==> src/hw/rtl/exptok_pkg.sv <==
`timescale 1ns / 1ps
`default_nettype none

package exptok_pkg;

  // Input item kinds
  localparam logic KIND_CHAR = 1'b0;
  localparam logic KIND_END  = 1'b1;

  // Characters with a meaning of their own
  localparam logic [7:0] CH_PERCENT = 8'h25;
  localparam logic [7:0] CH_PLUS    = 8'h2B;
  localparam logic [7:0] CH_MINUS   = 8'h2D;
  localparam logic [7:0] CH_SLASH   = 8'h2F;
  localparam logic [7:0] CH_STAR    = 8'h2A;
  localparam logic [7:0] CH_EQUAL   = 8'h3D;
  localparam logic [7:0] CH_SEMI    = 8'h3B;
  localparam logic [7:0] CH_LPAREN  = 8'h28;
  localparam logic [7:0] CH_RPAREN  = 8'h29;
  localparam logic [7:0] CH_DOT     = 8'h2E;
  localparam logic [7:0] CH_LOW_L   = 8'h6C;
  localparam logic [7:0] CH_LOW_E   = 8'h65;
  localparam logic [7:0] CH_LOW_T   = 8'h74;

  // Length of the keyword "let"
  localparam int unsigned KEYWORD_LEN = 3;

  // Token queue between scanner and output stage
  localparam int unsigned QDEPTH = 4;
  localparam int unsigned QPTR_W = $clog2(QDEPTH);
  localparam int unsigned QCNT_W = $clog2(QDEPTH + 1);

  typedef enum logic [1:0] {
    MODE_IDLE = 2'd0,
    MODE_NUM  = 2'd1,
    MODE_ID   = 2'd2
  } scan_mode_t;

  typedef enum logic [2:0] {
    TT_INT    = 3'd0,
    TT_DOUBLE = 3'd1,
    TT_IDENT  = 3'd2,
    TT_LET    = 3'd3,
    TT_OP     = 3'd4,
    TT_DELIM  = 3'd5,
    TT_EOF    = 3'd6
  } token_type_t;

  typedef struct packed {
    token_type_t ttype;
    logic [15:0] start;
    logic [15:0] length;
    logic [7:0]  symbol;
    logic        last;
  } token_t;

  // One scanner decision: one or two tokens
  typedef struct packed {
    logic   two;
    token_t tok0;
    token_t tok1;
  } entry_t;

  // Character of "let" at a given index
  function automatic logic [7:0] let_char(input logic [1:0] idx);
    logic [7:0] ch;
    case (idx)
      2'd0:    ch = CH_LOW_L;
      2'd1:    ch = CH_LOW_E;
      2'd2:    ch = CH_LOW_T;
      default: ch = 8'h00;
    endcase
    return ch;
  endfunction

endpackage

`default_nettype wire

==> src/hw/rtl/exptok_if.sv <==
`timescale 1ns / 1ps
`default_nettype none

// Character input channel
interface exptok_in_if;
  logic       valid;
  logic       ready;
  logic       kind;
  logic [7:0] char_code;

  modport source (output valid, output kind, output char_code, input ready);
  modport sink   (input valid, input kind, input char_code, output ready);
endinterface

// Token output channel
interface exptok_out_if;
  logic        valid;
  logic        ready;
  logic [2:0]  token_type;
  logic [15:0] start_position;
  logic [15:0] token_length;
  logic [7:0]  symbol;
  logic        last_of_run;

  modport source (output valid, output token_type, output start_position,
                  output token_length, output symbol, output last_of_run,
                  input ready);
  modport sink   (input valid, input token_type, input start_position,
                  input token_length, input symbol, input last_of_run,
                  output ready);
endinterface

`default_nettype wire

==> src/hw/rtl/exptok_front.sv <==
`timescale 1ns / 1ps
`default_nettype none

module exptok_front #(
  parameter int unsigned POSITION_BITS = 16
) (
  input  logic                  clk,
  input  logic                  rst_n,
  input  logic                  in_valid,
  output logic                  in_ready,
  input  logic                  in_kind,
  input  logic [7:0]            in_char,
  output logic                  push,
  output exptok_pkg::entry_t    push_data,
  input  logic                  q_full
);

  localparam logic [POSITION_BITS-1:0] PosMax = '1;
  localparam logic [POSITION_BITS-1:0] KwLen  = POSITION_BITS'(exptok_pkg::KEYWORD_LEN);

  exptok_pkg::scan_mode_t     mode_r, mode_nxt;
  logic                       dot_r, dot_nxt;
  logic                       kw_r, kw_nxt;
  logic [POSITION_BITS-1:0]   pos_r, pos_nxt;
  logic [POSITION_BITS-1:0]   start_r, start_nxt;
  logic [POSITION_BITS-1:0]   len_r, len_nxt;

  logic                       fire;
  logic                       is_dig, is_alp, is_op, is_delim, is_dot;
  logic                       pend, cont, single;
  logic [POSITION_BITS-1:0]   pos_inc, len_inc;
  exptok_pkg::token_t         flush_tok, single_tok, eof_tok;
  exptok_pkg::entry_t         ent;
  logic                       has_tok;

  function automatic logic [15:0] clamp16(input logic [POSITION_BITS-1:0] v);
    logic [32:0] w;
    w = 33'(v);
    return (w > 33'h0_FFFF) ? 16'hFFFF : w[15:0];
  endfunction

  assign in_ready = !q_full;
  assign fire     = in_valid && in_ready;

  // Classify the character
  always_comb begin
    is_dig   = (in_char inside {[8'h30:8'h39]});
    is_alp   = (in_char inside {[8'h41:8'h5A], [8'h61:8'h7A]});
    is_dot   = (in_char == exptok_pkg::CH_DOT);
    is_op    = (in_char inside {exptok_pkg::CH_PERCENT, exptok_pkg::CH_PLUS,
                                exptok_pkg::CH_MINUS, exptok_pkg::CH_SLASH,
                                exptok_pkg::CH_STAR, exptok_pkg::CH_EQUAL});
    is_delim = (in_char inside {exptok_pkg::CH_SEMI, exptok_pkg::CH_LPAREN,
                                exptok_pkg::CH_RPAREN});
  end

  assign pos_inc = (pos_r == PosMax) ? pos_r : pos_r + 1'b1;
  assign len_inc = (len_r == PosMax) ? len_r : len_r + 1'b1;
  assign pend    = (mode_r != exptok_pkg::MODE_IDLE);
  assign cont    = ((mode_r == exptok_pkg::MODE_NUM) && (is_dig || is_dot)) ||
                   ((mode_r == exptok_pkg::MODE_ID) && (is_dig || is_alp));
  assign single  = is_op || is_delim;

  // Build candidate tokens
  always_comb begin
    flush_tok        = '0;
    flush_tok.start  = clamp16(start_r);
    flush_tok.length = clamp16(len_r);
    if (mode_r == exptok_pkg::MODE_NUM) begin
      flush_tok.ttype = dot_r ? exptok_pkg::TT_DOUBLE : exptok_pkg::TT_INT;
    end else begin
      flush_tok.ttype = (kw_r && (len_r == KwLen)) ? exptok_pkg::TT_LET
                                                    : exptok_pkg::TT_IDENT;
    end

    single_tok        = '0;
    single_tok.ttype  = is_op ? exptok_pkg::TT_OP : exptok_pkg::TT_DELIM;
    single_tok.start  = clamp16(pos_r);
    single_tok.length = 16'd1;
    single_tok.symbol = in_char;

    eof_tok       = '0;
    eof_tok.ttype = exptok_pkg::TT_EOF;
    eof_tok.start = clamp16(pos_r);
  end

  // Next scanner state and the entry for the queue
  always_comb begin
    mode_nxt  = mode_r;
    dot_nxt   = dot_r;
    kw_nxt    = kw_r;
    pos_nxt   = pos_r;
    start_nxt = start_r;
    len_nxt   = len_r;
    ent       = '0;
    has_tok   = 1'b0;

    if (in_kind == exptok_pkg::KIND_END) begin
      // flush, emit end of file, restart
      has_tok   = 1'b1;
      ent.two   = pend;
      ent.tok0  = pend ? flush_tok : eof_tok;
      ent.tok1  = eof_tok;
      mode_nxt  = exptok_pkg::MODE_IDLE;
      dot_nxt   = 1'b0;
      kw_nxt    = 1'b0;
      pos_nxt   = '0;
      start_nxt = '0;
      len_nxt   = '0;
    end else if (cont) begin
      // extend the pending token
      if (mode_r == exptok_pkg::MODE_NUM) begin
        if (is_dot) begin
          dot_nxt = 1'b1;
        end
      end else if (len_r < KwLen) begin
        kw_nxt = kw_r && (in_char == exptok_pkg::let_char(len_r[1:0]));
      end else begin
        kw_nxt = 1'b0;
      end
      len_nxt = len_inc;
      pos_nxt = pos_inc;
    end else begin
      // close any pending token, then start fresh
      has_tok  = pend || single;
      ent.two  = pend && single;
      ent.tok0 = pend ? flush_tok : single_tok;
      ent.tok1 = single_tok;
      mode_nxt = exptok_pkg::MODE_IDLE;
      if (is_dig) begin
        mode_nxt  = exptok_pkg::MODE_NUM;
        dot_nxt   = 1'b0;
        start_nxt = pos_r;
        len_nxt   = POSITION_BITS'(1);
      end else if (is_alp) begin
        mode_nxt  = exptok_pkg::MODE_ID;
        kw_nxt    = (in_char == exptok_pkg::CH_LOW_L);
        start_nxt = pos_r;
        len_nxt   = POSITION_BITS'(1);
      end
      pos_nxt = pos_inc;
    end

    ent.tok0.last = !ent.two;
    ent.tok1.last = 1'b1;
  end

  assign push      = fire && has_tok;
  assign push_data = ent;

  // Scanner state
  always_ff @(posedge clk) begin
    if (!rst_n) begin
      mode_r  <= exptok_pkg::MODE_IDLE;
      dot_r   <= 1'b0;
      kw_r    <= 1'b0;
      pos_r   <= '0;
      start_r <= '0;
      len_r   <= '0;
    end else if (fire) begin
      mode_r  <= mode_nxt;
      dot_r   <= dot_nxt;
      kw_r    <= kw_nxt;
      pos_r   <= pos_nxt;
      start_r <= start_nxt;
      len_r   <= len_nxt;
    end
  end

  // A pending token always has at least one character
  assert property (@(posedge clk) disable iff (!rst_n)
    (mode_r != exptok_pkg::MODE_IDLE) |-> (len_r != '0))
    else $error("pending token with zero length");

  // End of text leaves the scanner idle at position zero
  assert property (@(posedge clk) disable iff (!rst_n)
    (fire && (in_kind == exptok_pkg::KIND_END)) |=>
      ((mode_r == exptok_pkg::MODE_IDLE) && (pos_r == '0)))
    else $error("scanner not cleared after end of text");

  // A pending token never starts past the current position
  assert property (@(posedge clk) disable iff (!rst_n)
    (mode_r != exptok_pkg::MODE_IDLE) |-> (start_r <= pos_r))
    else $error("token start beyond text position");

endmodule

`default_nettype wire

==> src/hw/rtl/exptok_queue.sv <==
`timescale 1ns / 1ps
`default_nettype none

module exptok_queue (
  input  logic                clk,
  input  logic                rst_n,
  input  logic                push,
  input  exptok_pkg::entry_t  push_data,
  output logic                full,
  input  logic                pop,
  output exptok_pkg::entry_t  head,
  output logic                empty
);

  localparam int unsigned Depth = exptok_pkg::QDEPTH;
  localparam int unsigned PtrW  = exptok_pkg::QPTR_W;
  localparam int unsigned CntW  = exptok_pkg::QCNT_W;

  exptok_pkg::entry_t   slot_r [Depth];
  logic [PtrW-1:0]      wr_ptr_r, wr_ptr_nxt;
  logic [PtrW-1:0]      rd_ptr_r, rd_ptr_nxt;
  logic [CntW-1:0]      count_r, count_nxt;

  assign full  = (count_r == CntW'(Depth));
  assign empty = (count_r == '0);
  assign head  = slot_r[rd_ptr_r];

  // Advance pointers and count
  always_comb begin
    wr_ptr_nxt = push ? wr_ptr_r + 1'b1 : wr_ptr_r;
    rd_ptr_nxt = pop ? rd_ptr_r + 1'b1 : rd_ptr_r;
    count_nxt  = count_r + CntW'(push) - CntW'(pop);
  end

  always_ff @(posedge clk) begin
    if (!rst_n) begin
      wr_ptr_r <= '0;
      rd_ptr_r <= '0;
      count_r  <= '0;
    end else begin
      wr_ptr_r <= wr_ptr_nxt;
      rd_ptr_r <= rd_ptr_nxt;
      count_r  <= count_nxt;
    end
  end

  // Store entries
  always_ff @(posedge clk) begin
    if (push) begin
      slot_r[wr_ptr_r] <= push_data;
    end
  end

  assert property (@(posedge clk) disable iff (!rst_n) push |-> !full)
    else $error("push into full token queue");

  assert property (@(posedge clk) disable iff (!rst_n) pop |-> !empty)
    else $error("pop from empty token queue");

  assert property (@(posedge clk) disable iff (!rst_n) count_r <= CntW'(Depth))
    else $error("token queue count overflow");

endmodule

`default_nettype wire

==> src/hw/rtl/exptok_back.sv <==
`timescale 1ns / 1ps
`default_nettype none

module exptok_back (
  input  logic                clk,
  input  logic                rst_n,
  input  exptok_pkg::entry_t  head,
  input  logic                q_empty,
  output logic                pop,
  output logic                out_valid,
  input  logic                out_ready,
  output exptok_pkg::token_t  out_tok
);

  exptok_pkg::token_t  out_r, out_nxt;
  logic                out_valid_r, out_valid_nxt;
  logic                second_r, second_nxt;
  logic                load_ok;

  assign load_ok = !out_valid_r || out_ready;

  // Hand out the first token, then the second of a pair
  always_comb begin
    out_nxt       = out_r;
    out_valid_nxt = out_valid_r;
    second_nxt    = second_r;
    pop           = 1'b0;
    if (load_ok) begin
      if (second_r) begin
        out_nxt       = head.tok1;
        out_valid_nxt = 1'b1;
        second_nxt    = 1'b0;
        pop           = 1'b1;
      end else if (!q_empty) begin
        out_nxt       = head.tok0;
        out_valid_nxt = 1'b1;
        second_nxt    = head.two;
        pop           = !head.two;
      end else begin
        out_valid_nxt = 1'b0;
      end
    end
  end

  always_ff @(posedge clk) begin
    if (!rst_n) begin
      out_valid_r <= 1'b0;
      second_r    <= 1'b0;
    end else begin
      out_valid_r <= out_valid_nxt;
      second_r    <= second_nxt;
    end
  end

  always_ff @(posedge clk) begin
    out_r <= out_nxt;
  end

  assign out_valid = out_valid_r;
  assign out_tok   = out_r;

  // The second half of a pair is still in the queue head
  assert property (@(posedge clk) disable iff (!rst_n)
    second_r |-> (!q_empty && head.two))
    else $error("second token pending without a paired entry");

  // While a pair is split, the token on the output is not the last one
  assert property (@(posedge clk) disable iff (!rst_n)
    (second_r && out_valid_r) |-> !out_r.last)
    else $error("first of a pair marked last");

  // Only the final token of a run may be end of file
  assert property (@(posedge clk) disable iff (!rst_n)
    (out_valid_r && (out_r.ttype == exptok_pkg::TT_EOF)) |-> out_r.last)
    else $error("end of file not marked last");

endmodule

`default_nettype wire

==> src/hw/rtl/expression_tokenizer_unit.sv <==
`timescale 1ns / 1ps
`default_nettype none

// Channel   Dir  Modport  Payload
// in_ch     in   sink     kind, char_code
// out_ch    out  source   token_type, start_position, token_length, symbol, last_of_run
//
// One character is taken per cycle; the scanner decides in the cycle of the transfer.
// Tokens leave one per cycle from a registered output while out_ch.ready is high.
// A four-entry token queue decouples scanner and output; in_ch.ready drops only
// when it is full. Reset is synchronous on rst_n and needs no clearing pass.
// A transferred character's token passes the queue, then the output register.

module expression_tokenizer_unit #(
  parameter int unsigned POSITION_BITS = 16
) (
  input  logic         clk,
  input  logic         rst_n,
  exptok_in_if.sink    in_ch,
  exptok_out_if.source out_ch
);

  logic                push, pop, q_full, q_empty;
  exptok_pkg::entry_t  push_data, head;
  exptok_pkg::token_t  out_tok;

  exptok_front #(
    .POSITION_BITS (POSITION_BITS)
  ) u_front (
    .clk       (clk),
    .rst_n     (rst_n),
    .in_valid  (in_ch.valid),
    .in_ready  (in_ch.ready),
    .in_kind   (in_ch.kind),
    .in_char   (in_ch.char_code),
    .push      (push),
    .push_data (push_data),
    .q_full    (q_full)
  );

  exptok_queue u_queue (
    .clk       (clk),
    .rst_n     (rst_n),
    .push      (push),
    .push_data (push_data),
    .full      (q_full),
    .pop       (pop),
    .head      (head),
    .empty     (q_empty)
  );

  exptok_back u_back (
    .clk       (clk),
    .rst_n     (rst_n),
    .head      (head),
    .q_empty   (q_empty),
    .pop       (pop),
    .out_valid (out_ch.valid),
    .out_ready (out_ch.ready),
    .out_tok   (out_tok)
  );

  // Drive the result payload
  assign out_ch.token_type     = 3'(out_tok.ttype);
  assign out_ch.start_position = out_tok.start;
  assign out_ch.token_length   = out_tok.length;
  assign out_ch.symbol         = out_tok.symbol;
  assign out_ch.last_of_run    = out_tok.last;

endmodule

`default_nettype wire
==> src/flat_wrapper.sv <==
// flat-port wrapper written by rule: the top's interface ports become plain ports
module expression_tokenizer_unit_flat 
#(
  parameter int unsigned POSITION_BITS = 16
)
  (clk, rst_n, in_ch_valid, in_ch_kind, in_ch_char_code, in_ch_ready, out_ch_valid, out_ch_token_type, out_ch_start_position, out_ch_token_length, out_ch_symbol, out_ch_last_of_run, out_ch_ready);
  exptok_in_if in_ch_i ();
  exptok_out_if out_ch_i ();
  input  logic clk;
  input  logic rst_n;
  input wire logic [$bits(in_ch_i.valid)-1:0] in_ch_valid;
  input wire logic [$bits(in_ch_i.kind)-1:0] in_ch_kind;
  input wire logic [$bits(in_ch_i.char_code)-1:0] in_ch_char_code;
  output wire logic [$bits(in_ch_i.ready)-1:0] in_ch_ready;
  output wire logic [$bits(out_ch_i.valid)-1:0] out_ch_valid;
  output wire logic [$bits(out_ch_i.token_type)-1:0] out_ch_token_type;
  output wire logic [$bits(out_ch_i.start_position)-1:0] out_ch_start_position;
  output wire logic [$bits(out_ch_i.token_length)-1:0] out_ch_token_length;
  output wire logic [$bits(out_ch_i.symbol)-1:0] out_ch_symbol;
  output wire logic [$bits(out_ch_i.last_of_run)-1:0] out_ch_last_of_run;
  input wire logic [$bits(out_ch_i.ready)-1:0] out_ch_ready;
  assign in_ch_i.valid = in_ch_valid;
  assign in_ch_i.kind = in_ch_kind;
  assign in_ch_i.char_code = in_ch_char_code;
  assign in_ch_ready = in_ch_i.ready;
  assign out_ch_valid = out_ch_i.valid;
  assign out_ch_token_type = out_ch_i.token_type;
  assign out_ch_start_position = out_ch_i.start_position;
  assign out_ch_token_length = out_ch_i.token_length;
  assign out_ch_symbol = out_ch_i.symbol;
  assign out_ch_last_of_run = out_ch_i.last_of_run;
  assign out_ch_i.ready = out_ch_ready;
  expression_tokenizer_unit #(.POSITION_BITS(POSITION_BITS)) u_core (.clk(clk), .rst_n(rst_n), .in_ch(in_ch_i), .out_ch(out_ch_i));
endmodule
==> config.mk <==
export PLATFORM = sky130hd
export DESIGN_NAME = expression_tokenizer_unit_flat
export DESIGN_NICKNAME = d
export VERILOG_FILES = /design/src/hw/rtl/exptok_pkg.sv /design/src/hw/rtl/exptok_if.sv /design/src/hw/rtl/exptok_front.sv /design/src/hw/rtl/exptok_queue.sv /design/src/hw/rtl/exptok_back.sv /design/src/hw/rtl/expression_tokenizer_unit.sv /design/src/flat_wrapper.sv
export SDC_FILE = /design/constraint.sdc
export NUM_CORES = 1
export LEC_CHECK = 0
export ABC_CLOCK_PERIOD_IN_PS = 9860
export BUFFER_PORTS_ARGS = -buffer_cell sky130_fd_sc_hd__buf_2
export CORE_ASPECT_RATIO = 1.5
export CORE_UTILIZATION = 24
export DETAILED_ROUTE_END_ITERATION = 7
export GPL_TIMING_DRIVEN = 0
export PLACE_DENSITY = 0.46
export SKIP_LAST_GASP = 1
export SLEW_MARGIN = 20
export SYNTH_ARGS = -nofsm -noshare
export SYNTH_HDL_FRONTEND = slang
export SYNTH_HIERARCHICAL = 1
export SYNTH_SLANG_ARGS = --single-unit
==> constraint.sdc <==
create_clock -name clk -period 9.86 [get_ports clk]
set_input_delay 1.972 -clock clk [delete_from_list [all_inputs] [get_ports clk]]
set_output_delay 1.972 -clock clk [all_outputs]
set_load 0.005 [all_outputs]
; ---- Yosys cells after proc, flatten, opt, wreduce, memory -nomap -nowiden
; Memory sizes are Yosys's and may differ from the RTL's. A register that Yosys moved wholly into a read port is not among the register bits.
; Index checks and enable logic that the tools add are counted.
; Widths: inputs -> output; s select.
[totals]
register_bits = 105
latch_bits = 0
ramBits = 352
rom_bits = 0
input_bits = 13
output_inout_bits = 46
word_cells = 149
n_memories = 1
[op_classes]
add_sub_neg = 6
n_mul = 0
div = 0
magnitude_cmp = 7
n_eq_ne = 28
shifts = 0
muxes = 54
bitwise_logic = 0
n_reduce_logical = 37
[mem_list]
columns = name, depth, word_bits, read_ports, rd_clocked_by_memory_dff, wr, line
row1 = u_core.u_queue.slot_r, 4, 88, 1, 1, 1, exptok_queue.sv:19  ; exptok_pkg::entry_t slot_r [Depth];
[ops]
columns = op, n
row1 = $mux 89, 2
row2 = $mux 16, 11
row3 = $mux 44, 4
row4 = $eq 8x6->1 const B, 10
row5 = $add 16x1->16 const B, 2
row6 = $eq 16x16->1 const B, 2
row7 = $mux 8, 4
row8 = $mux 1, 25
row9 = $pmux 7 s3, 1
row10 = $eq 16x2->1 const B, 1
row11 = $ge 8x7->1 const B, 2
row12 = $le 8x7->1 const B, 2
row13 = $lt 16x2->1 const B, 1
row14 = $mux 2, 7
row15 = $reduce_bool 3->1, 4
row16 = $logic_and 1x1->1, 10
row17 = $ne 3x3->1 const B, 3
row18 = $eq 8x7->1 const B, 1
row19 = $eq 8x8->1, 1
row20 = $ge 8x6->1 const B, 1
row21 = $le 8x6->1 const B, 1
row22 = $reduce_and 4->1, 2
row23 = $logic_or 1x1->1, 6
row24 = $ne 3x2->1 const B, 2
row25 = 16 further kinds, 27

; ---- Logic depth before layout (Yosys ltp)
[logic_depth]
word_depth = 14
ltp_mapped = 13
mapped_depth_nobuf = 10

; ---- Cells and area by module
; The synthesis kept the hierarchy.
[by_module_without_submodules]
columns = mod, n_inst, cells_each, area_per_inst_um2, seq_area_each_um2
row1 = exptok_queue, 1, 508, 13260.2, 10870.4
row2 = exptok_front, 1, 504, 3772.4, 1041.0
row3 = exptok_back, 1, 105, 1970.6, 1361.3

; ---- Worst setup path before layout
; Ideal clock, no wire load.
[synth_timing]
path_kind = input -> register
startpoint = input port in_ch_char_code[0]
endpoint = memory u_core/u_queue/slot_r[0][0] (netlist bit) (enable)
setup_ns = 0.457
arrival_ns = 5.980
setup_slack_ns = 3.423
stages = 10
cell_sequence = buf_2 > or4_1 > o22ai_2 > or3_1 > buf_6 > nand2_1 > buf_2 > o21bai_1 > a21oi_1 > and2_1
[synth_via]
elab_chain_len = 11
[synth_rtl]
columns = element, line
row1 = from (decl), flat_wrapper.sv:13  ; input wire logic [$bits(in_ch_i.char_code)-1:0] in_ch_char_code;
row2 = $ge 8x7->1 or $le 8x7->1 (tied branches), exptok_front.sv:48  ; is_alp = (in_char inside {[8'h41:8'h5A], [8'h61:8'h7A]});
row3 = $logic_and 1x1->1, exptok_front.sv:48
row4 = $reduce_bool 2->1, exptok_front.sv:48
row5 = $logic_or 1x1->1, exptok_front.sv:61  ; ((mode_r == exptok_pkg::MODE_ID) && (is_dig || is_alp));
row6 = $logic_and 1x1->1, exptok_front.sv:61
row7 = $logic_or 1x1->1, exptok_front.sv:60  ; assign cont = ((mode_r == exptok_pkg::MODE_NUM) && (is_dig || is_dot)) ||
row8 = $mux 1 (*), exptok_front.sv:110  ; end else if (cont) begin
row9 = $mux 1 (*), exptok_front.sv:98  ; if (in_kind == exptok_pkg::KIND_END) begin
row10 = $logic_and 1x1->1 (*), exptok_front.sv:148  ; assign push = fire && has_tok;
row11 = named net u_core.push, expression_tokenizer_unit.sv:23  ; logic push, pop, q_full, q_empty;
row12 = $mux 1 (*), exptok_queue.sv:49  ; if (push) begin
row13 = $mux 1 (implied by the code) (*), exptok_queue.sv:50  ; slot_r[wr_ptr_r] <= push_data;
row14 = to (decl), exptok_queue.sv:19
; Mark *: on every way through the listed nets, which the timed path passes. The rest lies on a longest branch.

; ---- Worst setup path after layout
[layout_timing]
startpoint = input port in_ch_char_code[4]
endpoint = memory u_core/u_queue/slot_r[2][67] (netlist bit) (enable)
; The elaborated chain is that of the path after synthesis.

==> summary.txt <==
Critical path
  – CP bufs+invs: 4
  – CP most frequent cell: buf_2
  – Crit path DAT: 5.30 ns
  – CP Launch Type: input port
  – Critical path required time: a little over 10 ns
  – Worst setup EP type: flop
  – Crit-path max FO: 40
  – Setup Crit Path Kind: input port to flop
  – Worst-path cell chain: buf_2, buf_2, and4bb_1, a22oi_1, o32a_1, nand2_1, buf_2, o21bai_1, a21oi_1, and2_4, buf_16
  – CP max stage delay: roughly 0.61 ns
  – Kind of cell adding the most delay to the critical path: compound AO/OA/AOI/OAI gates
  – Slowest-stage cell, CP: a21oi_1

Worst hold path
  – Hold crit path type: flop to flop

Clocking
  – Max Root-Sink Buffers: 3
  – CTS tree: done
  – TritonCTS Sinks: around 460
  – CTS Hold Bufs: 0
  – Max H-tree Level: 2
  – Setup bufs post-CTS: 0
  – Worst skew pair latency: about 0.57 ns
  – Post-CTS resize count: 0
  – Worst-path clk slew: around 0.070 ns
  – CTS buffer count: 42
  – Root buffer cell: clkbuf_16

Logic synthesis
  – Synth Area in XOR/XNOR: under 10%
  – Synth Flop Type: edfxtp_1
  – Top cells by area, synth: edfxtp_1, mux4_2, dfxtp_1
  – Sequential cell area fraction in the yosys report: a little over two thirds
  – Largest family of logic cells by synthesized area: multiplexers
  – Mux cell area share after synthesis: 13.3%
  – Most frequent cell after synthesis: edfxtp_1
  – Synthesized instance count: 1117
  – Simple-gate area share of the yosys netlist: between 7 and 8%
  – Post-synth EDFFs: 400
  – FFs w/ async S/R, synth: 0%
  – Yosys cell types: roughly 70
  – Adder-Cell Fraction of Synth Area: 0.830%
  – Area share of the leading cell type in the synthesized netlist: 63.2%
  – Most frequent cells after synthesis: edfxtp_1, mux4_2, nand2_1
  – Syn. warnings: 6
  – Register bit total from synthesis: approximately 460
  – Syn_area_per_cell: about 17 µm²
  – Post-synthesis cell area: ~19000 µm²
  – Synth area leader: edfxtp_1
  – Post-synthesis compound-gate area fraction: under 10%

Global routing
  – Largest net degree at the start of global routing: 41
  – First-pass GRT wire length: slightly below 70000 µm
  – Grt total ovfl: 0
  – Initial antenna violation count: 0
  – GRT Overall Usage: ~11%
  – Vias in the first global route: 10900

Route
  – Detailed-route via count: around 10000
  – Vias per inst: 4.34
  – Post-Route WL: 44400 µm
  – Drt drc: 0
  – ANT nets after route: 0
  – DRT iter0 DRCs: 512
  – Initial DRT Pass Iterations: 5
  – WL per Instance: between 15 and 20 µm

Placement
  – Dpl ws: around 4.2 ns
  – Gpl congestion: 0.792
  – IO buf count: 55
  – Detailed Place HPWL: between 20000 and 30000 µm

Timing
  – Clock period minus worst slack: around 5.1 ns
  – Achievable Freq: between 0.15 and 0.2 GHz
  – Actual slew at the worst max-slew pin: 0.808 ns
  – Endpoints failing setup: 0
  – Period utilization: around half
  – Slew HR: 46.2%
  – Fin. max-slew vios: 0
  – Setup TNS: 0 ns
  – Final count of hold timing violations: 0
  – Hold slack: approximately 0.54 ns
  – Skew final: between 0.02 and 0.025 ns
  – Final worst slack: between 4 and 5 ns
  – RSZ-0062 raised after global routing: false

Die
  – Initial Util: 24.2%
  – Die Ht: ~350 µm
  – Die X-Extent: between 200 and 250 µm
  – Boundary Pins: 59
  – Site row count: approximately 130
  – Core area: 78500 µm²
  – Area of the die: 80300 µm²

Job
  – Max-cap viol count: 0

Run status
  – Outcome: finished, final reports clean

Power
  – Peak supply drop: between 100 and 150 µV
  – Pwr dens: 231 nW/µm²
  – Leakage: approximately 7.1 nW
  – Final Power: between 0.005 and 0.006 W

Cells and area
  – N_diodes: 0
  – Final Util: roughly 28%
  – Area Overhead vs Synth: 16.7%
  – Layout cell share with drive strength beyond 1: about a quarter
  – Nets: about 1300
[where the power goes]
part | leakage [nW] | switching [W] | internal, W | total, W
logic | 2.22 | 0.000591 | 0.000557 | 0.00115
registers | 4.20 | 0.0000556 | 0.00237 | 0.00242
clock network | 0.626 | 0.000707 | 0.000854 | 0.00156
total | 7.05 | 0.00135 | 0.00378 | 0.00513
[cell usage in the layout, fill, tap and decap left out, types with 9 or more instances in the layout]
master / count
edfxtp_1: 400
mux4_2: 89
buf_2: 76
nand2_1: 65
dfxtp_1: 63
mux2_2: 44
clkbuf_16: 43
nor2_1: 40
clkbuf_1: 39
nor2b_1: 37
a21oi_1: 26
nor3_1: 26
inv_1: 21
and2_1: 20
buf_4: 19
a32oi_1: 18
nand3_1: 17
xnor2_1: 16
conb_1: 16
ha_1: 11
clkinv_1: 10
o21ai_0: 10
and3_1: 10
and4_1: 9
[metrics by stage]
stage          cell area, µm²  cells
2_1_floorplan           19100   1131
3_3_place_gp            20600   2210
3_5_place_dp            20900   2221
4_1_cts                 22200   2297
5_1_grt                 22200   2297
6_report                22200   2297
[sequential cells by signal (all words and copies together) (netlist names), named ones only]
name                     cells
u_core/u_queue/rd_ptr_r      2
u_core/u_queue/slot_r      356
u_core/u_front/kw_r          1
u_core/u_back/second_r       1
u_core/u_queue/wr_ptr_r      2
u_core/u_front/pos_r        16
u_core/u_front/len_r        16
u_core/u_back/out_valid      1
u_core/u_front/dot_r         1
u_core/u_queue/count_r       3
u_core/u_back/out_tok       44
u_core/u_front/start_r      16
u_core/u_front/mode_r        2
[tightest hold or removal path, cell delays in order, from the launching register on]
cell and delay (ns):
dfxtp_1 0.35, inv_1 0.09, o2bb2ai_1 0.05
[worst paths after layout]
check                                start                           end  slack [ns]  cells past startpoint
hold reg to reg    u_core/u_front/len_r[7]       u_core/u_front/len_r[7]        0.54                      2
setup / recovery        in_ch_char_code[4]  u_core/u_queue/slot_r[2][67]        4.79                     11
hold / removal     u_core/u_front/len_r[7]       u_core/u_front/len_r[7]        0.54                      2
setup reg to reg  u_core/u_front/mode_r[0]  u_core/u_queue/slot_r[2][67]        6.45                      8
[layout make-up]
cell class	count	area [µm²]
Clock buffer	53	1110
Multi-Input combinational cell	565	5220
Fill cell	7928	56300
Tap cell	1024	1280
Clock inverter	23	163
Sequential cell	463	13300
Timing Repair Buffer	66	543
Buffer	81	503
Inverter	22	82.6
[cell families after synthesis]
logic type | Yosys count
flip-flops | 463
AND/OR/NAND/NOR | 265
multiplexers | 136
AO/OA/AOI/OAI | 115
buffers and inverters | 103
XOR/XNOR | 21
adder cells (fa/ha/maj) | 12
other | 2
[metal layers]
metal / vias up / wire [µm] / track usage [%]
met2: 168 / 25000 / 22.0
met1: 5146 / 16800 / 11.8
met3: 64 / 1320 / 1.52
met5: - / 0 / 0
li1: 4595 / - / -
met4: 0 / 1260 / 4.16
No activity file was read; power rests on OpenSTA's default activity.
